File: config.mk
export PLATFORM = sky130hd
export DESIGN_NAME = lru_failed_attempt_lockout
export DESIGN_NICKNAME = d
export VERILOG_FILES = /design/src/rtl/core/lfal_pkg.sv /design/src/rtl/core/lfal_status.sv /design/src/rtl/core/lru_failed_attempt_lockout.sv
export SDC_FILE = /design/constraint.sdc
export NUM_CORES = 1
export LEC_CHECK = 0
export ABC_CLOCK_PERIOD_IN_PS = 11400
export BUFFER_PORTS_ARGS = -buffer_cell sky130_fd_sc_hd__buf_2
export CAP_MARGIN = 40
export CORE_MARGIN = 1.5
export CORE_UTILIZATION = 65
export CTS_CLUSTER_DIAMETER = 80
export DETAILED_ROUTE_END_ITERATION = 10
export PLACE_DENSITY = 0.88
export RECOVER_POWER = 25
export SYNTH_ARGS = -nofsm -noshare
export SYNTH_HDL_FRONTEND = slang
export SYNTH_HIERARCHICAL = 1
export SYNTH_SLANG_ARGS = --single-unit
File: constraint.sdc
create_clock -name clk -period 11.4 [get_ports clk]
set_input_delay 1.71 -clock clk [delete_from_list [all_inputs] [get_ports clk]]
set_output_delay 1.71 -clock clk [all_outputs]
set_load 0.01 [all_outputs]
File: src/rtl/core/lfal_pkg.sv
// lfal_pkg: shared types and constants of the failed-attempt lockout table
// no dependencies
`default_nettype none

package lfal_pkg;

  localparam int LFAL_ENTRIES = 3;

  localparam int ADDR_W   = 32;
  localparam int TIME_W   = 32;
  localparam int COUNT_W  = 8;
  localparam int WINDOW_W = 16;
  localparam int STATUS_W = 2;

  localparam logic [COUNT_W-1:0]  THRESHOLD_RST    = 8'd3;
  localparam logic [WINDOW_W-1:0] LONG_WINDOW_RST  = 16'd900;
  localparam logic [WINDOW_W-1:0] SHORT_WINDOW_RST = 16'd15;
  localparam logic                SHORT_EN_RST     = 1'b1;

  localparam logic [COUNT_W-1:0]  COUNT_MAX = 8'hFF;

  localparam logic OP_CHECK  = 1'b0;
  localparam logic OP_REPORT = 1'b1;

  localparam logic [7:0] CFG_THRESHOLD    = 8'd0;
  localparam logic [7:0] CFG_LONG_WINDOW  = 8'd1;
  localparam logic [7:0] CFG_SHORT_WINDOW = 8'd2;
  localparam logic [7:0] CFG_SHORT_EN     = 8'd3;

  typedef enum logic [STATUS_W-1:0] {
    STATUS_OK    = 2'd0,
    STATUS_SHORT = 2'd1,
    STATUS_LONG  = 2'd2
  } status_t;

  typedef struct packed {
    logic [COUNT_W-1:0]  lock_threshold;
    logic [WINDOW_W-1:0] long_window;
    logic [WINDOW_W-1:0] short_window;
    logic                short_lock_enable;
  } cfg_t;

endpackage

`default_nettype wire

File: src/rtl/core/lfal_status.sv
// lfal_status: elapsed-time subtract and lockout decision for one entry
// depends on lfal_pkg
`default_nettype none

module lfal_status
  import lfal_pkg::*;
(
  input  cfg_t               cfg,
  input  logic [COUNT_W-1:0] count,
  input  logic [TIME_W-1:0]  fail_time,
  input  logic [TIME_W-1:0]  now,
  output status_t            status
);

  logic [TIME_W-1:0] elapsed;

  assign elapsed = now - fail_time;

  always_comb begin
    status = STATUS_OK;
    priority if (count >= cfg.lock_threshold) begin
      if (elapsed <= TIME_W'(cfg.long_window)) status = STATUS_LONG;
    end else if (count != '0 && cfg.short_lock_enable) begin
      if (elapsed <= TIME_W'(cfg.short_window)) status = STATUS_SHORT;
    end else begin
      status = STATUS_OK;
    end
  end

endmodule

`default_nettype wire

File: src/rtl/core/lru_failed_attempt_lockout.sv
// lru_failed_attempt_lockout: recency-ordered client table with lockout status
// depends on lfal_pkg and lfal_status
//
//   channel  signals                                             direction
//   in       in_valid/in_ready, in_op, in_client_addr,           input
//            in_failed, in_now_seconds
//   out      out_valid/out_ready, out_status                     output
//   cfg      cfg_valid/cfg_ready, cfg_index, cfg_data            input
//
// a check item scans k = 1..ENTRIES slots with the single address comparator,
// one slot per cycle; the hit or insert and the move to front finish in ST_MOVE
// a report item passes through ST_RPT; it gives no result
// the block is not ready while an item is in work; a waiting result holds
// only the move-to-front cycle of the next check item
// reset clears the valid bits and loads the register defaults; cfg is always ready
`default_nettype none

module lru_failed_attempt_lockout
  import lfal_pkg::*;
#(
  parameter int ENTRIES = LFAL_ENTRIES
) (
  input  logic                  clk,
  input  logic                  rst_n,

  input  logic                  in_valid,
  output logic                  in_ready,
  input  logic                  in_op,
  input  logic [ADDR_W-1:0]     in_client_addr,
  input  logic                  in_failed,
  input  logic [TIME_W-1:0]     in_now_seconds,

  output logic                  out_valid,
  input  logic                  out_ready,
  output logic [STATUS_W-1:0]   out_status,

  input  logic                  cfg_valid,
  output logic                  cfg_ready,
  input  logic [7:0]            cfg_index,
  input  logic [WINDOW_W-1:0]   cfg_data
);

  localparam int IDX_W = (ENTRIES > 1) ? $clog2(ENTRIES) : 1;
  localparam logic [IDX_W-1:0] LAST_IDX = IDX_W'(ENTRIES - 1);

  typedef enum logic [3:0] {
    ST_IDLE = 4'b0001,
    ST_SCAN = 4'b0010,
    ST_MOVE = 4'b0100,
    ST_RPT  = 4'b1000
  } state_t;

  state_t              state_r, state_nxt;
  logic [IDX_W-1:0]    idx_r, idx_nxt;
  logic                hit_r, hit_nxt;
  logic                out_valid_r, out_valid_nxt;
  logic [STATUS_W-1:0] out_status_r;
  cfg_t                cfg_r;

  logic [ENTRIES-1:0]  valid_r;
  logic [ADDR_W-1:0]   addr_r  [ENTRIES];
  logic [COUNT_W-1:0]  count_r [ENTRIES];
  logic [TIME_W-1:0]   time_r  [ENTRIES];

  logic [ADDR_W-1:0]   item_addr_r;
  logic                item_failed_r;
  logic [TIME_W-1:0]   item_now_r;

  logic                addr_hit;
  logic                move_go;
  status_t             unit_status;

  assign in_ready   = (state_r == ST_IDLE);
  assign cfg_ready  = 1'b1;
  assign out_valid  = out_valid_r;
  assign out_status = out_status_r;

  assign addr_hit = (addr_r[idx_r] == item_addr_r);
  assign move_go  = (state_r == ST_MOVE) && (!out_valid_r || out_ready);

  lfal_status u_status (
    .cfg       (cfg_r),
    .count     (count_r[idx_r]),
    .fail_time (time_r[idx_r]),
    .now       (item_now_r),
    .status    (unit_status)
  );

  always_comb begin
    state_nxt = state_r;
    idx_nxt   = idx_r;
    hit_nxt   = hit_r;
    unique case (state_r)
      ST_IDLE: begin
        if (in_valid) begin
          idx_nxt   = '0;
          hit_nxt   = 1'b0;
          state_nxt = (in_op == OP_REPORT) ? ST_RPT : ST_SCAN;
        end
      end
      ST_SCAN: begin
        priority if (!valid_r[idx_r]) begin
          state_nxt = ST_MOVE;
        end else if (addr_hit) begin
          hit_nxt   = 1'b1;
          state_nxt = ST_MOVE;
        end else if (idx_r == LAST_IDX) begin
          state_nxt = ST_MOVE;
        end else begin
          idx_nxt = idx_r + 1'b1;
        end
      end
      ST_MOVE: begin
        if (move_go) state_nxt = ST_IDLE;
      end
      ST_RPT: begin
        state_nxt = ST_IDLE;
      end
      default: state_nxt = ST_IDLE;
    endcase
  end

  always_comb begin
    out_valid_nxt = out_valid_r;
    priority if (move_go) out_valid_nxt = 1'b1;
    else if (out_ready) out_valid_nxt = 1'b0;
    else out_valid_nxt = out_valid_r;
  end

  always_ff @(posedge clk) begin
    if (!rst_n) begin
      state_r     <= ST_IDLE;
      idx_r       <= '0;
      hit_r       <= 1'b0;
      out_valid_r <= 1'b0;
      valid_r     <= '0;
      cfg_r.lock_threshold    <= THRESHOLD_RST;
      cfg_r.long_window       <= LONG_WINDOW_RST;
      cfg_r.short_window      <= SHORT_WINDOW_RST;
      cfg_r.short_lock_enable <= SHORT_EN_RST;
    end else begin
      state_r     <= state_nxt;
      idx_r       <= idx_nxt;
      hit_r       <= hit_nxt;
      out_valid_r <= out_valid_nxt;
      if (move_go) begin
        valid_r[0] <= 1'b1;
        for (int j = 1; j < ENTRIES; j++) begin
          if (IDX_W'(j) <= idx_r) valid_r[j] <= valid_r[j-1];
        end
      end
      if (cfg_valid) begin
        priority case (cfg_index)
          CFG_THRESHOLD:    cfg_r.lock_threshold    <= cfg_data[COUNT_W-1:0];
          CFG_LONG_WINDOW:  cfg_r.long_window       <= cfg_data;
          CFG_SHORT_WINDOW: cfg_r.short_window      <= cfg_data;
          CFG_SHORT_EN:     cfg_r.short_lock_enable <= cfg_data[0];
          default: ;
        endcase
      end
    end
  end

  always_ff @(posedge clk) begin
    if (in_valid && in_ready) begin
      item_addr_r   <= in_client_addr;
      item_failed_r <= in_failed;
      item_now_r    <= in_now_seconds;
    end
    if (move_go) begin
      out_status_r <= hit_r ? unit_status : STATUS_OK;
      addr_r[0]    <= hit_r ? addr_r[idx_r]  : item_addr_r;
      count_r[0]   <= hit_r ? count_r[idx_r] : '0;
      time_r[0]    <= hit_r ? time_r[idx_r]  : item_now_r;
      for (int j = 1; j < ENTRIES; j++) begin
        if (IDX_W'(j) <= idx_r) begin
          addr_r[j]  <= addr_r[j-1];
          count_r[j] <= count_r[j-1];
          time_r[j]  <= time_r[j-1];
        end
      end
    end
    if (state_r == ST_RPT && valid_r[0]) begin
      // failure saturates, success clears
      if (item_failed_r) begin
        if (count_r[0] != COUNT_MAX) count_r[0] <= count_r[0] + 1'b1;
      end else begin
        count_r[0] <= '0;
      end
      time_r[0] <= item_now_r;
    end
  end

endmodule

`default_nettype wire

==> impl_metrics.ini, run 1 <==
[synth]
postSynthAreaPerCell_um2 = 12.2
ys_ff_latch = 337
syn_area_um2 = 16600
synthCells = 1363
syn-num-nets = 1533
synth.area.top_cells = edfxtp_1, dfxtp_1, mux2i_1
synth_flop_cell = edfxtp_1
ys_top_cells_by_count = edfxtp_1, nand2_1, mux2i_1
synth_top_area_share_pct = 51.2
yosys.area.top_type = edfxtp_1
synth_edf_count = 283
yosys_warnings = 6
synth_cell_types = 79
synth-seq-area-share_pct = 57.8
synth.most_common_cell = edfxtp_1
async_flop_share_pct = 0

[setup_path]
required_ns = 11.80
r2r_slack_ns = 6.50
critPathKind = reg -> reg
cp_top_family = simple AND/OR/NAND/NOR gates
crit_fanout = 48
crit_chain = buf_4 -> mux2i_1 -> o21ai_0 -> inv_1 -> ha_1 -> nand2_1 -> or4_1 -> and3_1 -> a311oi_1 -> nand4_1 -> or3_1 -> nor4_2 -> o2111ai_1 -> nor3b_2 -> and2_1
crit_path_top_delay_cell = buf_4
crit_buf_inv = 2
critPathLaunchType = register
r2r_end = out_status[1]$_SDFFCE_PN0P_
crit_path_end_kind = register
worst_ep_arrival_time_ns = 5.29
max_stage_delay_ns = 0.77
reg2regPathDepth = 15

[floorplan]
die_w_um = 163
boundaryPins = 100
core-area_um2 = 25100
initial_utilization_pct = 66.0
row_count = 58
dieArea_um2 = 26500
fp.dieH_um = 163

[clocking]
postCtsSetupBuffers = 0
cts_root_buf = clkbuf_16
clock_sinks = 337
clk_path_buf_depth = 3
cts_tree = yes
clkLatencyLatePin_ns = 0.53
cts_inserted_buffers = 35
cts_hold_buf = 0
path_clk_slew_ns = 0.06
cts_resized = 0
h-tree-depth = 2

[place]
place_hpwl_um = 25100
io_buffers = 98
gp_congestion = 0.950

[power_and_ir_drop]
p_comb_share_pct = 10.2
intPower_mw = 2.13
clkPwrFrac_pct = 40.3
p_sw_uw = 673
power.density_nw_per_um2 = 152
seqPwrFrac_pct = 49.5
swShare_pct = 24.0
peakVddDrop_v = 0.000151
p_total_mw = 2.80
cellLeakagePower_nw = 6.63

[timing]
setup-tns-final_ns = 0
timing.hold.ws_ns = 0.440
finalHoldViolCount = 0
fin_worst_skew_ns = 0.0172
relSlewSlack_pct = 38.7
tightest_slew_ns = 0.919
post-route-min-period_ns = 4.90
slew_violations = 0
fmax_ghz = 0.204
rsz0062_at_grt = false
post-route-period-util_pct = 43.0
finalSetupViolations = 0

[cells_and_area]
antennaDiodeCount = 0
finalNetCount = 1623
drive_gt1_share_pct = 15.8
synthToLayoutAreaGrowth_pct = 11.3

[global_routing]
grt_pass1_wl_um = 57800
grt_pass1_vias = 11200
antenna_found_initial = 0
grt_use_total_pct = 28.1
grt_max_degree = 97
grt_overflow = 0

[worst_hold_path]
holdCritPathClass = reg -> reg
holdPathStages = 0
min_from = time_r[0][6]$_DFFE_PP_
min_to = time_r[1][6]$_DFFE_PP_

[route]
drcViolationCount = 0
vias = 11000
vias_per_cell = 6.06
drt-initial-drc-count = 884
detail-route-antenna-nets = 0
totalWireLength_um = 37000
drtPass1Iterations = 6
wl_per_cell_um = 20.4

[flow_run]
cap_violations = 0

[run_status]
outcome = finished, final reports clean
==> placed cells by master (no fill, tap or decap), types with 4 or more instances in the layout <==
master	count
edfxtp_1	283
nand2_1	155
mux2i_1	102
buf_2	98
o21ai_0	85
inv_1	80
ha_1	74
a21oi_1	56
dfxtp_1	52
mux2_2	42
xor2_1	41
o21ai_1	35
clkbuf_16	35
nor2_1	29
nand3_1	29
nor2b_1	24
mux2_1	23
xnor2_1	20
nand4_1	20
a21boi_1	14
a21o_1	14
nand2b_1	11
nor4_1	10
clkbuf_1	10
buf_4	10
a211oi_1	7
clkinv_1	6
nor4_2	6
o21a_1	6
clkinv_2	6
nor3_1	6
a31oi_1	5
and3_1	4
==> state kept, by name, summed over array words and instances, names as in the netlist, named ones only <==
register	flops
cfg_r	41
item_now_r	32
state_r	4
addr_r	96
out_status	2
count_r	24
item_failed_r	1
idx_r	2
item_addr_r	32
valid_r	3
out_valid	1
hit_r	1
time_r	96
==> power groups by stage <==
stage               registers, mW  logic [mW]  clock network [mW]
finish                       1.39       0.286                1.13
floorplan                    1.40       0.200                   0
global route                 1.39       0.315                1.18
detailed placement           1.41       0.281                   0
global placement             1.41       0.274                   0
CTS                          1.39       0.285                1.14
==> area by class of cell <==
type                    count  area [um2]
clock buffers              46         927
clock inverters            18         203
fillers                  1653        6650
inverters                  84         315
multi-input cells         884        6390
flip-flops and latches    337        9590
well taps                 330         413
repair buffers            111         624
==> worst max path at each step <==
stage,from,to,cells past startpoint
after floorplan,out_ready,addr_r[2][0]$_DFFE_PP_,3
after global placement,register,out_status[1]$_SDFFCE_PN0P_,15
after detailed placement,register,out_status[1]$_SDFFCE_PN0P_,15
after CTS,register,out_status[1]$_SDFFCE_PN0P_,15
after global routing,register,out_status[0]$_SDFFCE_PN0P_,16
final,register,out_status[1]$_SDFFCE_PN0P_,15
==> metrics by stage <==
| stage | utilization [%] | cells | area [um2] | setup WS [ns] |
|---|---|---|---|---|
| floorplan | - | 1363 | 16600 | 5.83 |
| global placement | 68.8 | 1743 | 17300 | 6.68 |
| detailed placement | 69.0 | 1746 | 17300 | 6.50 |
| CTS | 73.5 | 1810 | 18500 | 6.47 |
| global route | 73.5 | 1810 | 18500 | 6.20 |
| finish | 73.5 | 1810 | 18500 | 6.50 |
==> cells by family (layout without fill, tap and decap cells) <==
group	count (synthesis)	in the layout	share of synthesized area [%]
flops	337	337	57.8
simple gates	325	325	9.73
compound gates	255	255	9.20
mux	167	167	10.6
buf+inv	142	259	3.79
fa+ha+maj	75	75	5.70
xor+xnor	61	61	3.22
other cells	1	1	0.0226
==> worst reg2reg max path: stages, from the launching register on <==
cell       delay [ns]
dfxtp_4          0.63
buf_4            0.78
mux2i_1          0.15
o21ai_0          0.22
inv_1            0.07
ha_1             0.46
nand2_1          0.11
or4_1            0.56
and3_1           0.20
a311oi_1         0.29
nand4_1          0.11
or3_1            0.33
nor4_2           0.28
o2111ai_1        0.21
nor3b_2          0.22
and2_1           0.13
==> routing by layer <==
layer	up-vias	wire, um	global-route usage, %
met3	87	1970	3.85
met1	5332	15400	35.7
li1	5166	-	-
met5	-	0	0
met2	387	18300	48.8
met4	0	1320	11.4
Power figures use the tool's default switching activity.
==> run 2, diff against run 1 <==
--- a/config.mk
+++ b/config.mk
@@ -5,14 +5,14 @@
 export SDC_FILE = /design/constraint.sdc
 export NUM_CORES = 1
 export LEC_CHECK = 0
-export ABC_CLOCK_PERIOD_IN_PS = 11400
+export ABC_CLOCK_PERIOD_IN_PS = 4800
 export BUFFER_PORTS_ARGS = -buffer_cell sky130_fd_sc_hd__buf_2
 export CAP_MARGIN = 40
 export CORE_MARGIN = 1.5
-export CORE_UTILIZATION = 65
+export CORE_UTILIZATION = 61
 export CTS_CLUSTER_DIAMETER = 80
 export DETAILED_ROUTE_END_ITERATION = 10
-export PLACE_DENSITY = 0.88
+export PLACE_DENSITY = 0.84
 export RECOVER_POWER = 25
 export SYNTH_ARGS = -nofsm -noshare
 export SYNTH_HDL_FRONTEND = slang
==> constraint.sdc (replaced) <==
create_clock -name clk -period 4.8 [get_ports clk]
set_input_delay 0.72 -clock clk [delete_from_list [all_inputs] [get_ports clk]]
set_output_delay 0.72 -clock clk [all_outputs]
set_load 0.01 [all_outputs]
==> impl_metrics.ini, run 2 (same netlist as run 1, synthesis figures left out) <==
[route]
vias = 10900
totalWireLength_um = 34600
drtPass1Iterations = 5
vias_per_cell = 5.91
drt-initial-drc-count = 674
detail-route-antenna-nets = 0
drcViolationCount = 0
wl_per_cell_um = 18.8

[cells_and_area]
final_cell_mix = edfxtp_1, nand2_1, mux2i_1
largest_registers = addr_r (96), time_r (96), cfg_r (41)
final_common_cell = edfxtp_1
stdcell_count = 1836
antennaDiodeCount = 0
synthToLayoutAreaGrowth_pct = 12.9
finalNetCount = 1638
drive_gt1_share_pct = 17.1
design_area_um2 = 18700

[run_status]
outcome = finished, final reports clean

[global_routing]
grt_overflow = 0
grt_use_total_pct = 25.1
grt_pass1_wl_um = 55900
antenna_found_initial = 0
grt_max_degree = 70
grt_pass1_vias = 11200

[setup_path]
required_ns = 5.20
critPathKind = reg -> reg
crit_path_end_kind = register
worst_ep_arrival_time_ns = 4.86
path_common_cell = a21oi_2
critPathLaunchType = register
crit_chain = buf_6 -> nand2_1 -> o21ai_0 -> ha_1 -> fa_1 -> nand2b_1 -> a21oi_2 -> nor2b_2 -> o31ai_2 -> a21oi_2 -> or4_1 -> a311o_1 -> nor4_2 -> o2111ai_1 -> nor3_1 -> and2_1
crit_buf_inv = 1
cp_top_family = simple AND/OR/NAND/NOR gates
max_stage_delay_ns = 0.48
crit_path_top_delay_cell = or4_1
crit_fanout = 32

[clocking]
path_clk_slew_ns = 0.06
clk_path_buf_depth = 3
cts_tree = yes
cts_inserted_buffers = 36
clock_sinks = 337
clkLatencyLatePin_ns = 0.53
cts_root_buf = clkbuf_16
h-tree-depth = 2
cts_hold_buf = 0

[power_and_ir_drop]
cellLeakagePower_nw = 6.76
peakVddDrop_v = 0.000348
power.density_nw_per_um2 = 366

[timing]
setup-tns-final_ns = 0
post-route-period-util_pct = 92.9
slew_violations = 0
relSlewSlack_pct = 47.5
fmax_ghz = 0.224
rsz0062_at_grt = false
worst_slack_ns = 0.340
finalSetupViolations = 0
post-route-min-period_ns = 4.46
finalHoldViolCount = 0
tightest_slew_ns = 0.787
fin_worst_skew_ns = 0.0223

[floorplan]
core-area_um2 = 26800
die_w_um = 168
row_count = 60
boundaryPins = 100
initial_utilization_pct = 61.9
dieArea_um2 = 28200
fp.dieH_um = 168

[place]
place_hpwl_um = 23500
io_buffers = 98
dp_cells = 1770
pre_cts_ws_ns = 0.303
gp_congestion = 0.915
placed_area_um2 = 17500

[worst_hold_path]
holdCritPathClass = in -> reg
min_from = in_client_addr[7]

[flow_run]
cap_violations = 0
[run 2: changes by cell type in the layout (fill, tap and decap cells not counted), sizes merged]
cell,delta
clkinvlp,+2
clkbuf,+1
buf,+11
bufinv,+2
inv,+2
clkinv,-3
[run 2: layout make-up]
| class | count | area (um2) |
|---|---|---|
| clock buffer | 44 | 972 |
| clock inverter | 21 | 279 |
| fill | 1878 | 8080 |
| inverter | 84 | 315 |
| multi-input combinational | 884 | 6390 |
| sequential | 337 | 9590 |
| tap | 341 | 427 |
| timing repair buffer | 125 | 749 |
[run 2: through the flow]
step	util, %	power (mW)	hold WS, ns
2_1_floorplan	-	3.80	0.426
3_3_place_gp	64.9	3.99	0.428
3_5_place_dp	65.1	4.01	0.432
4_1_cts	69.8	6.90	0.337
5_1_grt	69.9	7.09	0.334
6_report	69.9	6.86	0.357
[run 2: layer usage]
metal	part of all wire, %	routed length, um	global-route usage (%)	up-vias
li1	-	-	-	5213
met1	41	14100	30.1	5233
met2	50	17300	44.6	316
met3	5.1	1760	3.86	90
met4	3.9	1350	11.6	0
met5	0	0	0	-
[run 2: worst paths after layout]
check,end,slack (ns),depth (start not counted)
max,out_status[0]$_SDFFCE_PN0P_,0.34,16
min,item_addr_r[7]$_DFFE_PP_,0.36,1
max reg2reg,out_status[0]$_SDFFCE_PN0P_,0.34,16
min reg2reg,addr_r[1][1]$_DFFE_PP_,0.45,0
[run 2: where the power goes]
group	internal (mW)	total (mW)	leakage (nW)	switching, mW
combinational	0.282	0.665	3.14	0.383
sequential	3.24	3.29	3.01	0.0485
clock	1.74	2.91	0.609	1.17
[run 2: worst reg2reg max path, cell delays in order, from the launching register on]
cell       delay, ns
dfxtp_4         0.43
buf_6           0.22
nand2_1         0.10
o21ai_0         0.16
ha_1            0.28
fa_1            0.41
nand2b_1        0.20
a21oi_2         0.17
nor2b_2         0.09
o31ai_2         0.40
a21oi_2         0.12
or4_1           0.48
a311o_1         0.34
nor4_2          0.30
o2111ai_1       0.24
nor3_1          0.23
and2_1          0.14
[run 2: what timing repair did]
item	in CTS	in global routing
buffers inserted	0	1
gates resized for setup	0	2
setup endpoints to repair	0	1
==> run 3, diff against run 2 <==
--- a/config.mk
+++ b/config.mk
@@ -9,10 +9,10 @@
 export BUFFER_PORTS_ARGS = -buffer_cell sky130_fd_sc_hd__buf_2
 export CAP_MARGIN = 40
 export CORE_MARGIN = 1.5
-export CORE_UTILIZATION = 61
+export CORE_UTILIZATION = 43
 export CTS_CLUSTER_DIAMETER = 80
 export DETAILED_ROUTE_END_ITERATION = 10
-export PLACE_DENSITY = 0.84
+export PLACE_DENSITY = 0.64
 export RECOVER_POWER = 25
 export SYNTH_ARGS = -nofsm -noshare
 export SYNTH_HDL_FRONTEND = slang
==> impl_metrics.ini, run 3 (same netlist as run 1, synthesis figures left out) <==
[global_routing]
antenna_found_initial = 1
grt_pass1_vias = 10700
grt_pass1_wl_um = 58300
grt_max_degree = 61
grt_overflow = 0
grt_use_total_pct = 18.9

[cells_and_area]
largest_registers = addr_r (96), time_r (96), cfg_r (41)
final_cell_mix = edfxtp_1, nand2_1, mux2i_1
stdcell_count = 2016
postLayoutCoreUtil_pct = 50.0
drive_gt1_share_pct = 16.2
finalNetCount = 1642
synthToLayoutAreaGrowth_pct = 14.1
design_area_um2 = 18900
final_common_cell = edfxtp_1

[floorplan]
fp.dieH_um = 199
row_count = 71
core-area_um2 = 37800
initial_utilization_pct = 43.8
die_w_um = 199
boundaryPins = 100
dieArea_um2 = 39800

[place]
gp_congestion = 0.890
pre_cts_ws_ns = 0.204
place_hpwl_um = 24500
placed_area_um2 = 17600
io_buffers = 98
dp_cells = 1938

[timing]
post-route-period-util_pct = 91.0
setup-tns-final_ns = 0
finalHoldViolCount = 0
fin_worst_skew_ns = 0.0212
relSlewSlack_pct = 41.6
finalSetupViolations = 0
tightest_slew_ns = 0.875
rsz0062_at_grt = false
fmax_ghz = 0.229
slew_violations = 0
post-route-min-period_ns = 4.37
worst_slack_ns = 0.432
timing.hold.ws_ns = 0.317

[route]
drt-initial-drc-count = 635
vias_per_cell = 5.22
drtPass1Iterations = 6
vias = 10500
wl_per_cell_um = 18.2
detail-route-antenna-nets = 0
totalWireLength_um = 36700
drcViolationCount = 0

[clocking]
h-tree-depth = 2
clk_path_buf_depth = 3
path_clk_slew_ns = 0.06
cts_inserted_buffers = 41
cts_root_buf = clkbuf_16
cts_tree = yes
cts_hold_buf = 0
clkLatencyLatePin_ns = 0.57
clock_sinks = 337

[setup_path]
critPathLaunchType = register
crit_fanout = 14
critPathKind = reg -> reg
required_ns = 5.24
worst_ep_arrival_time_ns = 4.81
crit_path_end_kind = register

[power_and_ir_drop]
cellLeakagePower_nw = 6.74
power.density_nw_per_um2 = 364
p_total_mw = 6.88
peakVddDrop_v = 0.000288

[flow_run]
cap_violations = 0

[worst_hold_path]
holdCritPathClass = in -> reg

[run_status]
outcome = finished, final reports clean
run 3: layout make-up:
cell class / count / area (um2)
Fill cell: 3442 / 18900
Sequential cell: 337 / 9590
Multi-Input combinational cell: 884 / 6400
Clock buffer: 58 / 1100
Timing Repair Buffer: 124 / 699
Tap cell: 511 / 639
Inverter: 84 / 315
Clock inverter: 17 / 173
Antenna cell: 1 / 2.50
run 3: worst max-delay path: stages, from the launching register on:
cell       delay (ns)
dfxtp_4          0.52
buf_8            0.22
mux2i_1          0.09
o21ai_0          0.18
inv_1            0.07
ha_1             0.41
a21oi_1          0.23
o21ai_0          0.16
a21o_1           0.18
a41o_1           0.24
xor2_1           0.35
ha_1             0.34
a21o_1           0.18
a21o_1           0.18
a2111oi_0        0.47
o211ai_1         0.14
nor3_1           0.13
and2_1           0.15
run 3: worst paths after layout:
kind / start / to / slack (ns) / cells past startpoint
worst max register to register: register / out_status[0]$_SDFFCE_PN0P_ / 0.43 / 17
worst min-delay path: in_client_addr[2] / item_addr_r[2]$_DFFE_PP_ / 0.32 / 1
worst min register to register: time_r[0][19]$_DFFE_PP_ / time_r[1][19]$_DFFE_PP_ / 0.44 / 0
worst max-delay path: register / out_status[0]$_SDFFCE_PN0P_ / 0.43 / 17
run 3: report_power, final:
part	internal [mW]	total [mW]	leakage, nW	switching, mW
clock	1.68	2.93	0.616	1.25
combinational	0.280	0.668	3.12	0.388
sequential	3.24	3.29	3.01	0.0484
run 3: per-layer routing:
layer | vias up | part of all wire (%) | global-route usage, %
met5 | - | 0 | 0
met4 | 0 | 2.4 | 6.57
met3 | 55 | 4.0 | 2.95
met2 | 203 | 47 | 31.2
met1 | 5046 | 46 | 25.3
li1 | 5223 | - | -
run 3: repair_timing:
item | 4_1_cts | 5_1_grt
resized for setup | 0 | 2
setup buffers | 0 | 2
setup endpoints to repair | 0 | 1
